`src/rtl/rha_pkg.sv`:
```
// Shared types, constants and codes for the reference-counted handle allocator.
package rha_pkg;

  localparam int NUM_BUCKETS = 16;
  localparam int SLOTS_PER_BUCKET = 256;
  localparam int BUCKET_W = $clog2(NUM_BUCKETS);
  localparam int SLOT_W = $clog2(SLOTS_PER_BUCKET);
  localparam int HANDLE_W = BUCKET_W + SLOT_W;
  localparam int ENTRIES = NUM_BUCKETS * SLOTS_PER_BUCKET;
  localparam int CNT_W = SLOT_W + 1;
  localparam int REF_W = 16;
  localparam int GEN_W = 64;
  localparam logic [REF_W-1:0] REF_MAX = '1;
  localparam logic [CNT_W-1:0] MAX_SLOTS_RST = CNT_W'(SLOTS_PER_BUCKET);

  // Request opcodes
  localparam logic [2:0] OP_ALLOC = 3'd0;
  localparam logic [2:0] OP_ADDREF = 3'd1;
  localparam logic [2:0] OP_DROP = 3'd2;
  localparam logic [2:0] OP_CLRTXN = 3'd3;
  localparam logic [2:0] OP_QUERY = 3'd4;

  // Result status codes
  localparam logic [1:0] ST_OK = 2'd0;
  localparam logic [1:0] ST_FULL = 2'd1;
  localparam logic [1:0] ST_UNREF = 2'd2;

  typedef struct packed {
    logic [2:0]          op;
    logic [7:0]          cpu_id;
    logic [7:0]          node_id;
    logic                has_txn;
    logic [HANDLE_W-1:0] entry_handle;
    logic [GEN_W-1:0]    generation;
    logic                generation_none;
  } req_t;

  typedef struct packed {
    logic [1:0]          status;
    logic [HANDLE_W-1:0] new_handle;
    logic [GEN_W-1:0]    entry_generation;
    logic                entry_generation_none;
    logic                txn_active;
    logic                was_freed;
  } rsp_t;

  // One word of the per-entry metadata memory
  typedef struct packed {
    logic [REF_W-1:0] ref_cnt;
    logic             txn;
    logic             gen_none;
  } ent_t;

  typedef enum logic [2:0] {
    ST_IDLE, ST_CLEAR, ST_ALLOC, ST_LINK, ST_READ, ST_EXEC
  } state_t;

  typedef struct packed {
    logic latch_req;
    logic clr_step;
    logic do_alloc;
    logic do_link;
    logic do_exec;
  } cmd_t;

  typedef struct packed {
    logic clr_done;
    logic req_alloc;
  } sts_t;

endpackage

```
`src/rtl/rha_ctrl.sv`:
```
// Controller state machine: sequences clearing, allocation and entry updates.
module rha_ctrl (
  input  logic          clk,
  input  logic          rst_n,
  input  logic          start,
  input  rha_pkg::sts_t sts,
  output rha_pkg::cmd_t cmd,
  output logic          busy
);
  import rha_pkg::*;

  state_t state_r, state_nxt;

  always_ff @(posedge clk) begin
    if (!rst_n) begin
      state_r <= ST_CLEAR;
    end else begin
      state_r <= state_nxt;
    end
  end

  // Next state
  always_comb begin
    state_nxt = state_r;
    unique case (state_r)
      ST_IDLE: begin
        if (start) begin
          state_nxt = sts.req_alloc ? ST_ALLOC : ST_READ;
        end
      end
      ST_CLEAR: begin
        if (sts.clr_done) begin
          state_nxt = ST_IDLE;
        end
      end
      ST_ALLOC: state_nxt = ST_LINK;
      ST_LINK:  state_nxt = ST_IDLE;
      ST_READ:  state_nxt = ST_EXEC;
      ST_EXEC:  state_nxt = ST_IDLE;
      default:  state_nxt = ST_IDLE;
    endcase
  end

  // Outputs
  always_comb begin
    cmd = '0;
    busy = 1'b1;
    unique case (state_r)
      ST_IDLE: begin
        busy = 1'b0;
        cmd.latch_req = start;
      end
      ST_CLEAR: cmd.clr_step = 1'b1;
      ST_ALLOC: cmd.do_alloc = 1'b1;
      ST_LINK:  cmd.do_link = 1'b1;
      ST_READ:  ;
      ST_EXEC:  cmd.do_exec = 1'b1;
      default:  ;
    endcase
  end

  a_reset_clears: assert property (@(posedge clk)
    $past(!rst_n) && rst_n |-> state_r == ST_CLEAR)
    else $error("controller did not enter clearing after reset");
  a_one_cmd: assert property (@(posedge clk) disable iff (!rst_n)
    $onehot0({cmd.clr_step, cmd.do_alloc, cmd.do_link, cmd.do_exec}))
    else $error("more than one datapath command at once");
  a_alloc_link: assert property (@(posedge clk) disable iff (!rst_n)
    cmd.do_alloc |=> cmd.do_link)
    else $error("allocation not followed by link step");

endmodule

```
`config.mk`:
```
export PLATFORM = sky130hd
export DESIGN_NAME = rha_ctrl
export DESIGN_NICKNAME = d
export VERILOG_FILES = /design/src/rtl/rha_pkg.sv /design/src/rtl/rha_ctrl.sv
export SDC_FILE = /design/constraint.sdc
export NUM_CORES = 1
export LEC_CHECK = 0
export ABC_AREA = 1
export BUFFER_PORTS_ARGS = -buffer_cell sky130_fd_sc_hd__buf_2
export CAP_MARGIN = 20
export CORE_AREA = 8 8 45 47
export CTS_CLUSTER_SIZE = 20
export DETAILED_ROUTE_END_ITERATION = 6
export DIE_AREA = 0 0 53 55
export PLACE_DENSITY_LB_ADDON = 0.15
export SKIP_LAST_GASP = 1
export SYNTH_ARGS = -nofsm -noshare
export SYNTH_HDL_FRONTEND = slang
export SYNTH_SLANG_ARGS = --single-unit
```
`constraint.sdc`:
```
create_clock -name clk -period 1.1 [get_ports clk]
set_input_delay 0.22 -clock clk [delete_from_list [all_inputs] [get_ports clk]]
set_output_delay 0.22 -clock clk [all_outputs]
set_load 0.01 [all_outputs]
```
==> impl_summary.log, run 1 <==
[metrics] main combinational cell family by area after synthesis: simple AND/OR/NAND/NOR gates
[metrics] cell count after synthesis: 29
[metrics] die height: between 50 and 60 um
[metrics] global-route wire length before repair: 1014 um
[metrics] Synth-to-Final Area Change: 82.69%
[metrics] routed length per instance: 9.667 um
[metrics] Static Leakage: 0.1856 nW
[metrics] Initial Utilization: about 14%
[metrics] most area-hungry cell type in the Yosys netlist: dfxtp_1
[metrics] initial antenna violation count: 0
[metrics] slowest library cell on the worst path: dfxtp_4
[metrics] max FFs per register: 3
[metrics] synthesized-area fraction occupied by ao, oa, aoi and oai cells: under 10%
[metrics] Async S/R FF share, synth: 0%
[metrics] global-route usage over all layers: under 10%
[metrics] Main synth FF type: dfxtp_1
[metrics] RSZ-0062 raised after global routing: true
[metrics] number of rows created at floorplan: 14
[metrics] upper clock frequency limit: ~840 MHz
[metrics] GRT overflow: 0
[metrics] worst clock skew: around 0.0034 ns
[metrics] iteration-0 DRC count of the detailed router: 4
[metrics] fraction of synthesized area in multiplexers: 0%
[metrics] DP HPWL: approximately 450 um
[metrics] Layout Cells excl Fill: 63
[metrics] DR DRC count: 0
[metrics] number of port buffers: 10
[metrics] Clock transition at path regs: around 0.030 ns
[metrics] count of final setup violators: 6
[metrics] internal power of the cells: between 0.2 and 0.3 mW
[metrics] part of the power in combinational logic: between 20% and 30%
[metrics] number of flops mapped to enable cells by yosys: 0
[metrics] pin count of the biggest net entering global routing: 6
[metrics] maximum fanout along the worst path: 3
[metrics] Ports: 11
[metrics] headroom to the max-slew limit: between 90 and 100%
[metrics] Power per Cell Area: around 1200 mW/mm^2
[metrics] total via count after detailed routing: 246
[metrics] share of layout cells above drive strength 1: approximately three fifths
[metrics] violated checks: negative setup slack
[metrics] main area contributors after synthesis: dfxtp_1, inv_1, nand3_1, nor3_1, nand4_2
[metrics] kind of critical path: register to primary output
[metrics] CTS buffer count: 3
[metrics] count of pins over their slew limit: 0
[metrics] post-layout power: just over 0.4 mW
[metrics] total routed wirelength: approximately 600 um
[metrics] number of routed nets with antenna violations: 0
[metrics] total of flip-flops plus latches after synthesis: 3
[metrics] net count of the mapped netlist: 34
[metrics] TritonRoute pass-1 iters: 4
[metrics] Arr. time, crit path: 0.97 ns
[metrics] final-report hold violation count: 0
[metrics] post-synthesis simple-gate area fraction: 48.72%
[metrics] setup ws final: -0.08640 ns
[metrics] worst-skew pair later-pin latency: ~0.23 ns
[metrics] placed cells: 57
[metrics] vias in the first global route: ~250
[metrics] GPL Wtd Cong: just over 0.7
[metrics] clock network fraction of total power: 45.7%
[metrics] post-synthesis instance area: 195.2 sq um
[metrics] synthesized-area fraction occupied by xor and xnor cells: 0%
[metrics] area used by multi-input combinational logic: about 120 sq um
[metrics] most numerous cell in the Yosys netlist: inv_1
[metrics] number of max-cap violations: 0
[metrics] total number of clock tree sinks: 3
[metrics] NumNets Final: 53
[metrics] DIE AREA: between 0.002 and 0.003 sq mm
[metrics] Distinct cells, synth: 13
[metrics] level count of the clock H-tree: 1
[metrics] Horiz. Die Dim: between 50 and 60 um
[metrics] clock tree from TritonCTS: yes
[metrics] worst-margin pin slew: approximately 0.14 ns
[metrics] class of the most critical hold timing path: input pin to register
[metrics] Required @ worst endpoint: ~0.88 ns
[metrics] Switch Pwr: between 0.1 and 0.15 mW
[metrics] final worst path period share: 107.9%
[metrics] result of the run: finished, violations left
[metrics] syn_area_per_cell: just under 7 sq um
[metrics] part of the total power dissipated in sequential elements: 30.7%
[metrics] # fillers: ~170
[metrics] standard cell core area: between 0.001 and 0.0015 sq mm
[metrics] largest vdd supply drop: roughly 750 uV
[metrics] Clock Tree Buf Depth: 2
[metrics] peak per-stage delay on the critical path: about 0.36 ns
[metrics] Worst setup SP type: register
[metrics] Largest Register: state_r
[metrics] worst hold slack after final layout: between 0.15 and 0.2 ns
[metrics] number of vias per cell after detailed routing: about 4
[metrics] area fraction of the dominant cell type after synthesis: 30.77%
[metrics] Net Sw Frac: between 20 and 30%
[metrics] largest registers ranked by flip-flop count: state_r (3)
[metrics] adder and majority gate portion of the synthesized area: 0%
[metrics] Top delay family on crit path: flip-flops
[metrics] antenna fix cells: 0
[metrics] Final min period: around 1.2 ns
[metrics] sequential cell area: 71.32 sq um
[metrics] sequential area share after synthesis: 30.77%
[metrics] count of hold-fix buffers inserted at cts: 0
[metrics] count of synthesis-stage warnings from yosys: 0
[metrics] clock root buffer master: clkbuf_4
[metrics] critical path cell sequence: nor2_4 -> nand2_2 -> nor2_1 -> buf_2
[metrics] buffering stage count on the worst path with inverters included: 1
[metrics] kind of end point of the critical path: primary output
[metrics] synth cell count leaders: inv_1, nand3_1, dfxtp_1, nor2_1, nor3_1
[routing by layer]
metal | part of all wire [%] | GRT usage (%) | wire length (um) | vias up
li1 | - | - | - | 132
met1 | 46 | 5.311 | 281 | 107
met2 | 44 | 6.445 | 266 | 7
met3 | 10 | 4.545 | 62 | 0
met4 | 0 | 2.586 | 0 | 0
met5 | 0 | 0 | 0 | -
[power groups by stage]
stage	sequential (mW)	combinational [mW]	clock (mW)
final	0.127	0.0973	0.189
after global routing	0.129	0.110	0.215
after CTS	0.126	0.0963	0.200
after detailed placement	0.128	0.0832	0
after global placement	0.128	0.0856	0
after floorplan	0.126	0.0499	0
[area by class of cell]
class,count,area share [%]
sequential,3,20.00
tap,16,5.614
inverter,8,9.825
clock buffer,4,7.368
timing repair buffer,14,24.21
multi-input combinational,18,32.98
[repair_timing]
action / in CTS / in global routing
gates resized for setup: 10 / 3
setup endpoints to repair: 6 / 6
pin swaps: 2 / 0
setup buffers: 2 / 0
endpoints found under the hold margin: 0 / 0
[worst paths after layout]
path                      startpoint                      end  slack, ns  depth (start not counted)
max          state_r[0]$_SDFFE_PN1P_                   cmd[4]      -0.09                          4
max reg2reg  state_r[2]$_SDFFE_PN0P_  state_r[2]$_SDFFE_PN0P_       0.09                          6
min reg2reg  state_r[0]$_SDFFE_PN1P_  state_r[0]$_SDFFE_PN1P_       0.59                          2
min                            rst_n  state_r[0]$_SDFFE_PN1P_       0.19                          2
[layout by cell type, fill, tap and decap left out]
cell,n
inv_1,5
clkbuf_4,3
buf_2,9
nand2_1,1
buf_4,4
nand3_1,4
clkbuf_1,1
inv_2,1
nand2_2,1
buf_6,1
nor3_2,2
o21ai_1,1
a21oi_1,1
nor2_1,3
dfxtp_4,3
nand3b_1,1
nor2_4,1
inv_4,2
nor3_1,1
nand4_2,1
nand3_2,1
[worst register-to-register path, stage by stage, from the launching register on]
cell	delay (ns)
dfxtp_4	0.37
inv_4	0.05
buf_4	0.13
buf_4	0.12
nand3_1	0.10
nand3b_1	0.08
nor2_1	0.09
[logic make-up (layout without fill, tap and decap cells)]
group,after synthesis,count (layout)
flops,3,3
compound gates,2,2
simple gates,16,16
buf+inv,8,26
[metrics by stage]
stage / setup TNS (ns) / cell area [sq um] / utilization, % / worst slack (ns)
CTS: -0.4045 / 342.8 / 24.77 / -0.1004
finish: -0.2730 / 356.6 / 25.77 / -0.08640
detailed placement: 0 / 280.3 / 20.25 / 0.02900
floorplan: 0 / 195.2 / - / 0.07352
global placement: 0 / 280.3 / 20.25 / 0.04407
global route: -0.7167 / 356.6 / 25.77 / -0.1713
Note: power is estimated with default switching activity, not from simulation.
==> inputs of run 2 (changes only) <==
--- a/config.mk
+++ b/config.mk
@@ -9,9 +9,10 @@
 export BUFFER_PORTS_ARGS = -buffer_cell sky130_fd_sc_hd__buf_2
 export CAP_MARGIN = 20
 export CORE_AREA = 8 8 45 47
-export CTS_CLUSTER_SIZE = 20
+export CTS_CLUSTER_SIZE = 8
 export DETAILED_ROUTE_END_ITERATION = 6
 export DIE_AREA = 0 0 53 55
+export MAX_ROUTING_LAYER = met4
 export PLACE_DENSITY_LB_ADDON = 0.15
 export SKIP_LAST_GASP = 1
 export SYNTH_ARGS = -nofsm -noshare
==> run 2 against run 1 <==
Net effect:
- the run still ends with negative setup slack left
- routed wire length unchanged
- hold slack about the same
- critical path depth unchanged
- sequential share of layout area unchanged
- fmax about the same
- total power about the same
- via count unchanged
- cell area unchanged
- worst setup slack about the same
- clock skew about the same
- critical endpoint unchanged
- largest cell class unchanged
==> impl_summary.log, run 2 (synthesis results as in run 1) <==
[metrics] headroom to the max-slew limit: between 90 and 100%
[metrics] max FFs per register: 3
[metrics] level count of the clock H-tree: 1
[metrics] area post-placement: roughly 280 sq um
[metrics] kind of end point of the critical path: primary output
[metrics] global-route wire length before repair: roughly 1000 um
[metrics] Static Leakage: between 0.15 and 0.2 nW
[metrics] largest registers ranked by flip-flop count: state_r (3)
[metrics] antenna fix cells: 0
[metrics] buffering stage count on the worst path with inverters included: 1
[metrics] Arr. time, crit path: a little under 1 ns
[metrics] total routed wirelength: a little over 600 um
[metrics] share of layout cells above drive strength 1: 61.70%
[metrics] class of the most critical hold timing path: input pin to register
[metrics] total via count after detailed routing: 246
[metrics] Clock Tree Buf Depth: 2
[metrics] Initial Utilization: between 10% and 20%
[metrics] Power per Cell Area: between 1000 and 1500 mW/mm^2
[metrics] worst hold slack after final layout: 0.1919 ns
[metrics] worst hold path startpoint: rst_n
[metrics] Top delay family on crit path: flip-flops
[metrics] final-report hold violation count: 0
[metrics] final worst path period share: 107.8%
[metrics] GPL Wtd Cong: roughly 0.73
[metrics] number of cells on the worst reg-to-reg path: 6
[metrics] Synth-to-Final Area Change: 82.69%
[metrics] violated checks: negative setup slack
[metrics] TritonRoute pass-1 iters: 4
[metrics] number of rows created at floorplan: 14
[metrics] vias in the first global route: 250
[metrics] most common cell after layout, fill and taps aside: buf_2
[metrics] largest vdd supply drop: roughly 750 uV
[metrics] number of max-cap violations: 0
[metrics] count of final setup violators: 6
[metrics] number of routed nets with antenna violations: 0
[metrics] kind of critical path: register to primary output
[metrics] reg-to-reg startpoint: state_r[2]$_SDFFE_PN0P_
[metrics] Reg2Reg Setup Slack: 0.09 ns
[metrics] Ports: 11
[metrics] number of port buffers: 10
[metrics] endpoint of the worst hold-timing path: state_r[0]$_SDFFE_PN1P_
[metrics] placed cells: 57
[metrics] count of hold-fix buffers inserted at cts: 0
[metrics] critical path cell sequence: nor2_4 -> nand2_2 -> nor2_1 -> buf_2
[metrics] upper clock frequency limit: 843.0 MHz
[metrics] CTS buffer count: 3
[metrics] routed length per instance: around 9.7 um
[metrics] # fillers: approximately 170
[metrics] GRT overflow: 0
[metrics] DR DRC count: 0
[metrics] DIE AREA: roughly 0.0029 sq mm
[metrics] result of the run: finished, violations left
[metrics] clock tree from TritonCTS: yes
[metrics] finished layout cell area: 356.6 sq um
[metrics] die height: roughly 55 um
[metrics] Largest Register: state_r
[metrics] DP HPWL: 446.7 um
[metrics] pin count of the biggest net entering global routing: 6
[metrics] commonest cells after routing, fill and taps aside: buf_2, inv_1, nand3_1, buf_4
[metrics] Worst setup SP type: register
[metrics] worst hold path stage count: 2
[metrics] initial antenna violation count: 0
[metrics] global-route usage over all layers: 5.121%
[metrics] Clock transition at path regs: ~0.03 ns
[metrics] slowest library cell on the worst path: dfxtp_4
[metrics] maximum fanout along the worst path: 3
[metrics] peak per-stage delay on the critical path: around 0.36 ns
[metrics] worst-skew pair later-pin latency: approximately 0.23 ns
[metrics] NumNets Final: between 50 and 60
[metrics] worst setup slack before clock tree synthesis: 0.02900 ns
[metrics] Horiz. Die Dim: about 53 um
[metrics] worst-margin pin slew: 0.1399 ns
[metrics] standard cell core area: 0.001384 sq mm
[metrics] worst clock skew: between 0.003 and 0.004 ns
[metrics] count of pins over their slew limit: 0
[metrics] Layout Cells excl Fill: 63
[metrics] capture point of the worst reg-to-reg path: state_r[2]$_SDFFE_PN0P_
[metrics] iteration-0 DRC count of the detailed router: 4
[metrics] Final min period: 1.186 ns
[metrics] clock root buffer master: clkbuf_4
[metrics] RSZ-0062 raised after global routing: true
[metrics] setup ws final: -0.08622 ns
[metrics] number of vias per cell after detailed routing: slightly below 4
[metrics] total number of clock tree sinks: 3
[metrics] Required @ worst endpoint: between 0.8 and 0.9 ns
[run 2: layout make-up]
cell class	count	area, sq um	area share (%)
Timing Repair Buffer	14	86.33	24.21
Tap cell	16	20.02	5.614
Sequential cell	3	71.32	20.00
Clock buffer	4	26.28	7.368
Multi-Input combinational cell	18	117.6	32.98
Inverter	8	35.03	9.825
[run 2: power breakdown]
part | leakage, nW | internal, mW | switching [mW]
clock network | 0.0150 | 0.136 | 0.0533
registers | 0.0264 | 0.114 | 0.0130
logic | 0.144 | 0.0467 | 0.0505
[run 2: per-layer routing]
layer	GRT usage, %	routed length [um]
met1	5.311	281
met2	6.445	266
met4	2.586	0
met5	-	0
met3	4.545	62
[run 2: timing repair]
| action | 4_1_cts | 5_1_grt |
|---|---|---|
| pin swaps | 2 | 0 |
| gates resized for setup | 10 | 3 |
| endpoints found under the hold margin | 0 | 0 |
| setup buffers | 2 | 0 |
| endpoints found under the setup margin | 6 | 6 |
[run 2: metrics by stage]
step | utilization (%) | total power [mW] | TNS (ns)
after detailed placement | 20.25 | 0.2110 | 0
final | 25.77 | 0.4134 | -0.2719
after CTS | 24.77 | 0.4220 | -0.4045
after global routing | 25.77 | 0.4542 | -0.7168
after global placement | 20.25 | 0.2138 | 0
after floorplan | - | 0.1764 | 0
[run 2: how the worst max path moves through the flow]
stage	start	end	cells past startpoint
after floorplan	state_r[1]$_SDFFE_PN0P_	cmd[1]	2
after global placement	state_r[0]$_SDFFE_PN1P_	cmd[0]	3
after detailed placement	state_r[1]$_SDFFE_PN0P_	cmd[1]	3
after CTS	state_r[0]$_SDFFE_PN1P_	cmd[4]	4
after global routing	state_r[0]$_SDFFE_PN1P_	cmd[1]	3
final	state_r[0]$_SDFFE_PN1P_	cmd[4]	4
==> inputs of run 3 (changes only) <==
--- a/config.mk
+++ b/config.mk
@@ -12,8 +12,8 @@
 export CTS_CLUSTER_SIZE = 8
 export DETAILED_ROUTE_END_ITERATION = 6
 export DIE_AREA = 0 0 53 55
-export MAX_ROUTING_LAYER = met4
 export PLACE_DENSITY_LB_ADDON = 0.15
+export SKIP_CTS_REPAIR_TIMING = 1
 export SKIP_LAST_GASP = 1
 export SYNTH_ARGS = -nofsm -noshare
 export SYNTH_HDL_FRONTEND = slang
==> run 3 against run 2 <==
Net effect:
- utilization is 0.45 points higher
- the flow still finishes with violations (negative setup slack)
- worst setup slack got worse by 0.028 ns
- critical path depth unchanged
- cell area grew 1.8%
- critical endpoint unchanged
- via count is 0.41% lower
- routed wire length increased by 5.4%
- die area unchanged
- hold slack worse by 0.0015 ns
- first-iteration DRC count shrank 50%
- clock skew fell by 0.00056 ns
==> impl_summary.log, run 3 (synthesis results as in run 1) <==
[metrics] result of the run: finished, violations left
[metrics] violated checks: negative setup slack
[metrics] worst-skew pair later-pin latency: 0.23 ns
[metrics] DR DRC count: 0
[metrics] die height: between 50 and 60 um
[metrics] Synth-to-Final Area Change: 85.90%
[metrics] headroom to the max-slew limit: approximately 92%
[metrics] Metal-1 WL: about 280 um
[metrics] GPL Wtd Cong: about 0.72
[metrics] Total Negative Setup Slacks: -0.4270 ns
[metrics] worst-margin pin slew: approximately 0.12 ns
[metrics] global-route usage over all layers: around 4.7%
[metrics] final-report hold violation count: 0
[metrics] commonest cells after routing, fill and taps aside: buf_2, inv_1, buf_4
[metrics] Largest Register: state_r
[metrics] maximum fanout along the worst path: 4
[metrics] number of max-cap violations: 0
[metrics] Worst setup SP type: register
[metrics] CTS buffer count: 3
[metrics] Clock transition at path regs: roughly 0.03 ns
[metrics] Required @ worst endpoint: 0.88 ns
[metrics] area post-placement: 280.3 sq um
[metrics] finished layout cell area: around 360 sq um
[metrics] Arr. time, crit path: approximately 0.99 ns
[metrics] TritonRoute pass-1 iters: 2
[metrics] standard cell core area: around 0.0014 sq mm
[metrics] Power per Cell Area: around 1200 mW/mm^2
[metrics] Final min period: about 1.2 ns
[metrics] clock tree from TritonCTS: yes
[metrics] Horiz. Die Dim: between 50 and 60 um
[metrics] Initial Utilization: 14.10%
[metrics] Clock Tree Buf Depth: 2
[metrics] largest vdd supply drop: about 710 uV
[metrics] count of pins over their slew limit: 0
[metrics] GRT overflow: 0
[metrics] met2 wire len: 294 um
[metrics] Static Leakage: 0.1929 nW
[metrics] critical path cell sequence: nor2_4 -> nand2_2 -> nor2_1 -> buf_2
[metrics] initial antenna violation count: 0
[metrics] NumNets Final: 54
[metrics] buffering stage count on the worst path with inverters included: 1
[metrics] number of vias per cell after detailed routing: around 3.8
[metrics] max FFs per register: 3
[metrics] Top delay family on crit path: flip-flops
[metrics] total routed wirelength: ~640 um
[metrics] slowest library cell on the worst path: dfxtp_4
[metrics] kind of end point of the critical path: primary output
[metrics] level count of the clock H-tree: 1
[metrics] number of rows created at floorplan: 14
[metrics] class of the most critical hold timing path: input pin to register
[metrics] count of final setup violators: 6
[metrics] pin count of the biggest net entering global routing: 6
[metrics] post-layout power: about 0.42 mW
[metrics] final worst path period share: 110.4%
[metrics] total number of clock tree sinks: 3
[metrics] total via count after detailed routing: 245
[metrics] largest registers ranked by flip-flop count: state_r (3)
[metrics] RSZ-0062 raised after global routing: true
[metrics] total length of routed met3 wires: roughly 63 um
[metrics] DIE AREA: 0.002915 sq mm
[metrics] Ports: 11
[metrics] global-route wire length before repair: roughly 950 um
[metrics] highest routed metal layer: met3
[metrics] number of routed nets with antenna violations: 0
[metrics] kind of critical path: register to primary output
[metrics] number of port buffers: 10
[metrics] iteration-0 DRC count of the detailed router: 2
[metrics] setup ws final: -0.1144 ns
[metrics] share of layout cells above drive strength 1: approximately 65%
[metrics] worst hold slack after final layout: approximately 0.19 ns
[metrics] peak per-stage delay on the critical path: between 0.3 and 0.4 ns
[metrics] most common cell after layout, fill and taps aside: buf_2
[metrics] vias in the first global route: around 230
[metrics] antenna fix cells: 0
[metrics] worst clock skew: 0.002889 ns
[metrics] routed length per instance: 10.03 um
[metrics] DP HPWL: 446.7 um
[metrics] worst setup slack before clock tree synthesis: between 0.02 and 0.03 ns
[metrics] clock root buffer master: clkbuf_4
[metrics] upper clock frequency limit: roughly 820 MHz
-- run 3: cell type report --
cell class | instances | area [sq um]
multi-input cells | 18 | 122.6
flip-flops and latches | 3 | 71.32
clock buffers | 4 | 26.28
repair buffers | 15 | 87.58
well taps | 16 | 20.02
inverters | 8 | 35.03
fillers | 170 | 1021
-- run 3: routing by layer --
metal / GRT usage, % / vias up
li1: - / 131
met3: 4.813 / 0
met5: 0 / -
met2: 5.664 / 7
met4: 2.586 / 0
met1: 5.008 / 107
-- run 3: worst reg2reg max path, cell delays in order, from the launching register on --
cell and delay [ns]:
dfxtp_4 0.38, inv_6 0.05, buf_4 0.12, buf_4 0.12
nand3_1 0.10, nand3_1 0.08, nor2_1 0.09
-- run 3: final timing paths --
path | start | end | slack (ns) | depth (start not counted)
worst max register to register | state_r[2]$_SDFFE_PN0P_ | state_r[1]$_SDFFE_PN0P_ | 0.09 | 6
worst min register to register | state_r[2]$_SDFFE_PN0P_ | state_r[0]$_SDFFE_PN1P_ | 0.63 | 3
worst max-delay path | state_r[0]$_SDFFE_PN1P_ | cmd[4] | -0.11 | 4
worst min-delay path | rst_n | state_r[0]$_SDFFE_PN1P_ | 0.19 | 2
-- run 3: report_power, final --
part | switching (mW) | total (mW) | internal (mW)
clock | 0.0528 | 0.188 | 0.136
sequential | 0.0121 | 0.126 | 0.114
combinational | 0.0535 | 0.104 | 0.0504
total | 0.118 | 0.419 | 0.300
-- run 3: through the flow --
step,std cells,util (%)
floorplan,29,-
global placement,57,20.25
detailed placement,57,20.25
CTS,61,22.15
global route,64,26.22
finish,64,26.22
